`config.mk`:
```
export PLATFORM = sky130hd
export DESIGN_NAME = quadratic_wave_table_normalizer
export DESIGN_NICKNAME = d
export VERILOG_FILES = /design/src/hw/rtl/qwtn_pkg.sv /design/src/hw/rtl/quadratic_wave_table_normalizer.sv /design/src/hw/rtl/qwtn_ram.sv /design/src/hw/rtl/qwtn_div.sv
export SDC_FILE = /design/constraint.sdc
export NUM_CORES = 2
export LEC_CHECK = 0
export ABC_AREA = 1
export BUFFER_PORTS_ARGS = -buffer_cell sky130_fd_sc_hd__buf_2
export CAP_MARGIN = 20
export CORE_MARGIN = 2
export CORE_UTILIZATION = 45
export DETAILED_ROUTE_END_ITERATION = 7
export PLACE_DENSITY = 0.66
export SYNTH_ARGS = -nofsm -noshare
export SYNTH_HDL_FRONTEND = slang
export SYNTH_HIERARCHICAL = 1
export SYNTH_SLANG_ARGS = --single-unit
```
`constraint.sdc`:
```
create_clock -name clk -period 7.73 [get_ports clk]
set_input_delay 0.773 -clock clk [delete_from_list [all_inputs] [get_ports clk]]
set_output_delay 0.773 -clock clk [all_outputs]
set_load 0.005 [all_outputs]
```
`src/hw/rtl/qwtn_pkg.sv`:
```
// Package of the quadratic wave table normaliser: widths, constants and the
// divider request and response types. Depends on nothing.
package qwtn_pkg;

  localparam int TABLE_SIZE = 64;
  localparam int IDX_W      = 6;
  localparam int CODE_W     = 10;
  localparam int COEF_W     = 32;
  localparam int RAW_W      = 34;
  localparam int PROD_W     = 49;
  localparam int DVD_W      = RAW_W + CODE_W;
  localparam int CNT_W      = 4;

  localparam logic [CODE_W-1:0] DAC_MID = CODE_W'(512);
  localparam logic [15:0]       Q_MAX   = 16'hFFFF;

  typedef struct packed {
    logic             start;
    logic [DVD_W-1:0] dividend;
    logic [RAW_W-1:0] divisor;
  } div_req_t;

  typedef struct packed {
    logic              done;
    logic [CODE_W-1:0] quot;
  } div_rsp_t;

endpackage

```
`src/hw/rtl/quadratic_wave_table_normalizer.sv`:
```
// Top level of the quadratic wave table normaliser.
// Depends on qwtn_pkg, qwtn_ram and qwtn_div.

// One input word carries a, b and c in signed Q16.16. The block evaluates
// y = a*x*x + b*x + c at TABLE_SIZE points spread evenly over [0, 1] (x = 1
// is clamped to 0xFFFF), stores the raw samples in a RAM and tracks their
// minimum and maximum, then sends TABLE_SIZE output words in table order,
// each a 10-bit code floor((y-min)*1023/(max-min)), or 512 with tuser set
// when the wave is flat. tlast marks the final entry. Evaluation steps
// through states S_M0 to S_M3 for each entry on one shared 32 by 17
// multiplier; normalisation is paced by the RAM read, any output stall and
// the serial divider that yields one quotient bit per cycle. A new word is
// taken only once the previous table has been handed to the output register.
module quadratic_wave_table_normalizer #(
  parameter int TABLE_SIZE = qwtn_pkg::TABLE_SIZE
) (
  input  logic        clk,
  input  logic        rst_n,
  input  logic        in_tvalid,
  output logic        in_tready,
  input  logic [95:0] in_tdata,   // coef_a [31:0], coef_b [63:32], coef_c [95:64]
  output logic        out_tvalid,
  input  logic        out_tready,
  output logic [15:0] out_tdata,  // entry_index [5:0], dac_code [15:6]
  output logic        out_tuser,  // flat_wave [0]
  output logic        out_tlast
);

  localparam int AW    = $clog2(TABLE_SIZE);
  localparam int XSTEP = 65536 / (TABLE_SIZE - 1);
  localparam int XREM  = 65536 % (TABLE_SIZE - 1);
  localparam int CW    = qwtn_pkg::COEF_W;
  localparam int RW    = qwtn_pkg::RAW_W;
  localparam int IW    = qwtn_pkg::IDX_W;

  typedef enum logic [3:0] {
    S_IDLE, S_M0, S_M1, S_M2, S_M3, S_RD, S_LD, S_DIV, S_OUT
  } state_t;

  state_t                       state_r;
  logic signed [CW-1:0]         a_r, b_r, c_r, ax_r, bx_r;
  logic signed [qwtn_pkg::PROD_W-1:0] prod_r;
  logic [16:0]                  x_r;
  logic [IW:0]                  xr_r;
  logic [IW-1:0]                idx_r;
  logic signed [RW-1:0]         min_r, max_r;
  logic [qwtn_pkg::CODE_W-1:0]  code_r;
  logic                         out_valid_r;
  logic [IW-1:0]                out_idx_r;
  logic [qwtn_pkg::CODE_W-1:0]  out_code_r;
  logic                         out_flat_r;
  logic                         out_last_r;

  logic [15:0]                  xq;
  logic signed [CW-1:0]         mul_op;
  logic signed [qwtn_pkg::PROD_W-1:0] prod_nxt;
  logic signed [RW-1:0]         y;
  logic [IW:0]                  xr_sum;
  logic                         is_last;
  logic                         flat;
  logic [RW-1:0]                span;
  logic [RW-1:0]                offset;
  logic [RW-1:0]                rdata;
  logic                         out_free;
  qwtn_pkg::div_req_t           div_req;
  qwtn_pkg::div_rsp_t           div_rsp;

  assign xq      = x_r[16] ? qwtn_pkg::Q_MAX : x_r[15:0];
  assign is_last = (idx_r == IW'(TABLE_SIZE - 1));

  always_comb begin
    case (state_r)
      S_M0:    mul_op = a_r;
      S_M1:    mul_op = b_r;
      default: mul_op = ax_r;
    endcase
  end

  assign prod_nxt = mul_op * $signed({1'b0, xq});
  assign y = RW'($signed(prod_r[47:16])) + RW'(bx_r) + RW'(c_r);
  assign xr_sum = xr_r + (IW+1)'(XREM);

  assign flat   = (max_r == min_r);
  assign span   = max_r - min_r;
  assign offset = rdata - min_r;

  // Dividend is offset * 1023, formed as offset * 1024 - offset.
  assign div_req.start    = (state_r == S_LD) && !flat;
  assign div_req.dividend = {offset, (qwtn_pkg::CODE_W)'(0)} - qwtn_pkg::DVD_W'(offset);
  assign div_req.divisor  = span;

  assign out_free = !out_valid_r || out_tready;

  qwtn_ram #(
    .WIDTH(RW),
    .DEPTH(TABLE_SIZE)
  ) u_ram (
    .clk  (clk),
    .we   (state_r == S_M3),
    .waddr(idx_r[AW-1:0]),
    .wdata(y),
    .raddr(idx_r[AW-1:0]),
    .rdata(rdata)
  );

  qwtn_div u_div (
    .clk  (clk),
    .rst_n(rst_n),
    .req  (div_req),
    .rsp  (div_rsp)
  );

  always_ff @(posedge clk) begin
    if (!rst_n) begin
      state_r     <= S_IDLE;
      out_valid_r <= 1'b0;
      min_r       <= '0;
      max_r       <= '0;
      idx_r       <= '0;
    end else begin
      if (state_r == S_OUT && out_free) begin
        out_valid_r <= 1'b1;
      end else if (out_valid_r && out_tready) begin
        out_valid_r <= 1'b0;
      end
      unique case (state_r)
        S_IDLE: begin
          if (in_tvalid) begin
            a_r     <= in_tdata[31:0];
            b_r     <= in_tdata[63:32];
            c_r     <= in_tdata[95:64];
            x_r     <= '0;
            xr_r    <= '0;
            idx_r   <= '0;
            state_r <= S_M0;
          end
        end
        S_M0: begin
          prod_r  <= prod_nxt;
          state_r <= S_M1;
        end
        S_M1: begin
          ax_r    <= prod_r[47:16];
          prod_r  <= prod_nxt;
          state_r <= S_M2;
        end
        S_M2: begin
          bx_r    <= prod_r[47:16];
          prod_r  <= prod_nxt;
          state_r <= S_M3;
        end
        S_M3: begin
          if (idx_r == '0 || y > max_r) begin
            max_r <= y;
          end
          if (idx_r == '0 || y < min_r) begin
            min_r <= y;
          end
          // Step x by 65536/(TABLE_SIZE-1), carrying the remainder exactly.
          if (xr_sum >= (IW+1)'(TABLE_SIZE - 1)) begin
            xr_r <= xr_sum - (IW+1)'(TABLE_SIZE - 1);
            x_r  <= x_r + 17'(XSTEP + 1);
          end else begin
            xr_r <= xr_sum;
            x_r  <= x_r + 17'(XSTEP);
          end
          if (is_last) begin
            idx_r   <= '0;
            state_r <= S_RD;
          end else begin
            idx_r   <= idx_r + 1'b1;
            state_r <= S_M0;
          end
        end
        S_RD: begin
          state_r <= S_LD;
        end
        S_LD: begin
          if (flat) begin
            code_r  <= qwtn_pkg::DAC_MID;
            state_r <= S_OUT;
          end else begin
            state_r <= S_DIV;
          end
        end
        S_DIV: begin
          if (div_rsp.done) begin
            code_r  <= div_rsp.quot;
            state_r <= S_OUT;
          end
        end
        S_OUT: begin
          if (out_free) begin
            out_idx_r   <= idx_r;
            out_code_r  <= code_r;
            out_flat_r  <= flat;
            out_last_r  <= is_last;
            if (is_last) begin
              state_r <= S_IDLE;
            end else begin
              idx_r   <= idx_r + 1'b1;
              state_r <= S_RD;
            end
          end
        end
        default: state_r <= S_IDLE;
      endcase
    end
  end

  assign in_tready  = (state_r == S_IDLE);
  assign out_tvalid = out_valid_r;
  assign out_tdata  = {out_code_r, out_idx_r};
  assign out_tuser  = out_flat_r;
  assign out_tlast  = out_last_r;

endmodule

```
`src/hw/rtl/qwtn_ram.sv`:
```
// Generic single-write, single-read RAM with a registered read port.
// Depends on nothing.
module qwtn_ram #(
  parameter int WIDTH = 34,
  parameter int DEPTH = 64
) (
  input  logic                     clk,
  input  logic                     we,
  input  logic [$clog2(DEPTH)-1:0] waddr,
  input  logic [WIDTH-1:0]         wdata,
  input  logic [$clog2(DEPTH)-1:0] raddr,
  output logic [WIDTH-1:0]         rdata
);

  logic [WIDTH-1:0] mem [DEPTH];

  always_ff @(posedge clk) begin
    if (we) begin
      mem[waddr] <= wdata;
    end
    rdata <= mem[raddr];
  end

endmodule

```
`src/hw/rtl/qwtn_div.sv`:
```
// Restoring divider giving a 10-bit quotient, one bit per cycle.
// Depends on qwtn_pkg; the quotient is known to fit in 10 bits.
module qwtn_div (
  input  logic              clk,
  input  logic              rst_n,
  input  qwtn_pkg::div_req_t req,
  output qwtn_pkg::div_rsp_t rsp
);

  logic [qwtn_pkg::DVD_W-1:0]  rem_r;
  logic [qwtn_pkg::DVD_W-1:0]  dsh_r;
  logic [qwtn_pkg::CODE_W-1:0] quot_r;
  logic [qwtn_pkg::CNT_W-1:0]  cnt_r;
  logic                        done_r;
  logic                        fits;

  assign fits = (rem_r >= dsh_r);

  always_ff @(posedge clk) begin
    if (!rst_n) begin
      cnt_r  <= '0;
      done_r <= 1'b0;
    end else begin
      done_r <= 1'b0;
      if (req.start) begin
        rem_r <= req.dividend;
        // The divisor starts aligned under the top quotient bit.
        dsh_r <= {req.divisor, (qwtn_pkg::CODE_W)'(0)} >> 1;
        quot_r <= '0;
        cnt_r <= qwtn_pkg::CNT_W'(qwtn_pkg::CODE_W);
      end else if (cnt_r != '0) begin
        if (fits) begin
          rem_r <= rem_r - dsh_r;
        end
        quot_r <= {quot_r[qwtn_pkg::CODE_W-2:0], fits};
        dsh_r  <= dsh_r >> 1;
        cnt_r  <= cnt_r - 1'b1;
        if (cnt_r == qwtn_pkg::CNT_W'(1)) begin
          done_r <= 1'b1;
        end
      end
    end
  end

  assign rsp.done = done_r;
  assign rsp.quot = quot_r;

endmodule

```
==> flow_metrics.py <==
metrics = {
    "status": {
        "status": "complete, no violations",
    },
    "synthesis": {
        "synth_nets": 14398,
        "yosysTopAreaCell": "edfxtp_1",
        "synth-edff-count": 2517,
        "synth_seq_cells": 2635,
        "synth_cells": 13427,
        "dominantRegCellSynth": "edfxtp_1",
        "async_flop_share_pct": 0,
        "synth_commonest_cells": "nand2_1 (3,849), edfxtp_1 (2,517), nand3_1 (2,252)",
        "yosysSeqAreaShare_pct": 57.0,
        "synth_cell_type_count": 66,
        "synth_top_area_share_pct": 55.3,
        "syn_area_um2": 137000,
        "netlist_top_cells_area": "edfxtp_1 (55%), nand2_1 (11%), nand3_1 (8.2%)",
        "ys_warn_count": 6,
        "synth.avg_cell_area_um2": 10.2,
        "synth_most_common_cell": "nand2_1",
    },
    "timing": {
        "fmax_mhz": 136,
        "rsz0062_at_grt": "false",
        "finalHoldViolCount": 0,
        "finClkSkew_ns": 0.0727,
        "slew_headroom_pct": 18.9,
        "tns_ns": 0,
        "period_minus_slack_ns": 7.35,
        "tightestPinTransition_ns": 1.22,
        "setup_viol_count_final": 0,
        "whs_ns": 0.0535,
        "finalWorstSetupSlack_ns": 0.382,
        "fin_crit_sh_pct": 95.1,
        "drv_slew": 0,
    },
    "clock_tree": {
        "clock_path_buffers": 4,
        "cts_tree": "built",
        "cts_buffers": 284,
        "cts_max_level": 5,
        "clkTransAtPathRegs_ns": 0.06,
        "postCtsHoldBufs": 0,
        "clock-sinks": 2635,
        "clk_latency_ns": 0.92,
        "clockRootBuffer": "clkbuf_16",
    },
    "detailed_routing": {
        "drt_iter0_markers": 12419,
        "viasPerCell": 5.63,
        "wl_mm": 429,
        "routed-via-count": 99882,
        "ant_nets": 0,
        "drc": 0,
        "wl_per_cell_um": 24.2,
        "dr.pass1.iters": 8,
    },
    "global_route": {
        "grt_pass1_vias": 94957,
        "grt_max_degree": 208,
        "overflow": 0,
        "track_usage_pct": 27.3,
        "grt_pass1_wl_mm": 625,
        "antenna_found_initial": 31,
    },
    "setup_path": {
        "worstPathArrival_ns": 7.98,
        "r2r_slack_ns": 0.38,
        "worst_r2r_startpoint": "state_r[1]",
        "critPathMaxStageDelay_ns": 0.58,
        "required_ns": 8.37,
        "worst_r2r_endpoint": "prod_r[32]",
        "crit_family": "adder cells",
        "critPathBufInv": 11,
        "crit_path_start_kind": "flop",
        "r2r_cells": 30,
        "end_kind": "flop",
        "crit_top_cell": "inv_1",
        "crit_type": "reg -> reg",
        "slowest_stage": "fa_1",
        "crit_fanout": 11,
    },
    "final_layout": {
        "drive_gt1_share_pct": 8.34,
        "nets": 14507,
        "syn_to_final_growth_pct": 11.0,
        "fill_cells": 26673,
    },
    "floorplanning": {
        "die_y_um": 555,
        "dieWidth_um": 555,
        "rows": 202,
        "die_area_um2": 308000,
        "core_um2": 303000,
        "ios": 120,
        "initial_utilization_pct": 45.2,
    },
    "worst_hold_path": {
        "hold_path_class": "in -> reg",
        "min_to": "b_r[3]",
        "hold-path-cell-count": 1,
        "min-delay-start": "in_tdata[35]",
    },
    "place": {
        "dp_hpwl_mm": 271,
        "gp_congestion": 0.965,
        "dpl_worst_slack_ns": 0.258,
        "io_buffers": 119,
    },
    "run": {
        "maxCapViolations": 0,
    },
}
[layout make-up]
class                      count  area [um2]  area share (%)
clock buffer                 346        7480            4.92
clock inverter               161        1580            1.04
antenna                       15        37.5          0.0247
tap                         3978        4980            3.28
sequential                  2635       78000            51.3
inverter                    1311        4970            3.27
timing repair buffer         418        3120            2.06
multi-input combinational   8886       51700            34.1
[worst max path at each step]
stage,slack [ns],start,end,cells past startpoint
final,0.38,state_r[1],prod_r[32],30
after global routing,0.01,state_r[1],prod_r[35],30
after CTS,0.28,state_r[1],prod_r[47],30
after detailed placement,0.26,state_r[1],prod_r[47],30
after global placement,0.30,state_r[1],prod_r[46],31
after floorplan,1.09,state_r[3],prod_r[47],26
[per-stage QoR]
stage | instances | util (%) | area [um2]
finish | 17750 | 50.2 | 152000
global route | 17737 | 50.2 | 152000
CTS | 17730 | 50.1 | 152000
detailed placement | 17223 | 47.1 | 143000
global placement | 17223 | 47.1 | 143000
floorplan | 13427 | - | 137000
[logic make-up after synthesis]
kind of cell,Yosys count,synth area share (%)
AO/OA/AOI/OAI,715,3.10
XOR/XNOR,157,1.01
adder cells (fa/ha/maj),871,10.8
buffers and inverters,1906,5.80
flip-flops,2635,57.0
AND/OR/NAND/NOR,7143,22.3
[flip-flops by register name, summed over array words and instances, names as in the netlist, 6 cells and up]
name	count
u_div/rem_r	44
u_div/dsh_r	43
code_r	10
b_r	32
x_r	17
out_code_r	10
c_r	32
prod_r	32
out_idx_r	6
xr_r	7
ax_r	32
min_r	34
a_r	32
u_ram/rdata	34
idx_r	6
u_div/quot_r	10
u_ram/mem	2176
bx_r	32
max_r	34
[routing by layer]
metal / wire [um] / vias up / track usage (%)
met1: 173000 / 48703 / 37.6
met2: 191000 / 5030 / 41.8
met5: 103 / - / 0
li1: - / 45279 / -
met3: 45000 / 856 / 5.84
met4: 19800 / 14 / 11.7
[cells in the final DEF (no fill, tap or decap), types with 44 or more instances in the layout]
cell,count
ha_1,352
nand4_1,46
nor2_4,75
dfxtp_1,112
fa_1,516
o21ai_0,165
inv_2,47
a21oi_1,324
xor2_1,96
nand2_1,3848
xnor2_1,49
clkinv_1,62
nand2_2,50
edfxtp_1,2517
nor3_1,44
nor2_1,700
nand3_1,2252
buf_2,119
clkbuf_1,54
clkbuf_16,289
buf_4,275
inv_1,1249
clkinv_2,50
[what timing repair did]
item / CTS / global route
resized for setup: 0 / 12
endpoints found under the setup margin: 0 / 4
setup buffers: 0 / 2
Power is left out: the tool's default activity adds up to more than one toggle a clock period on the data nets, which glitch-free logic cannot reach.
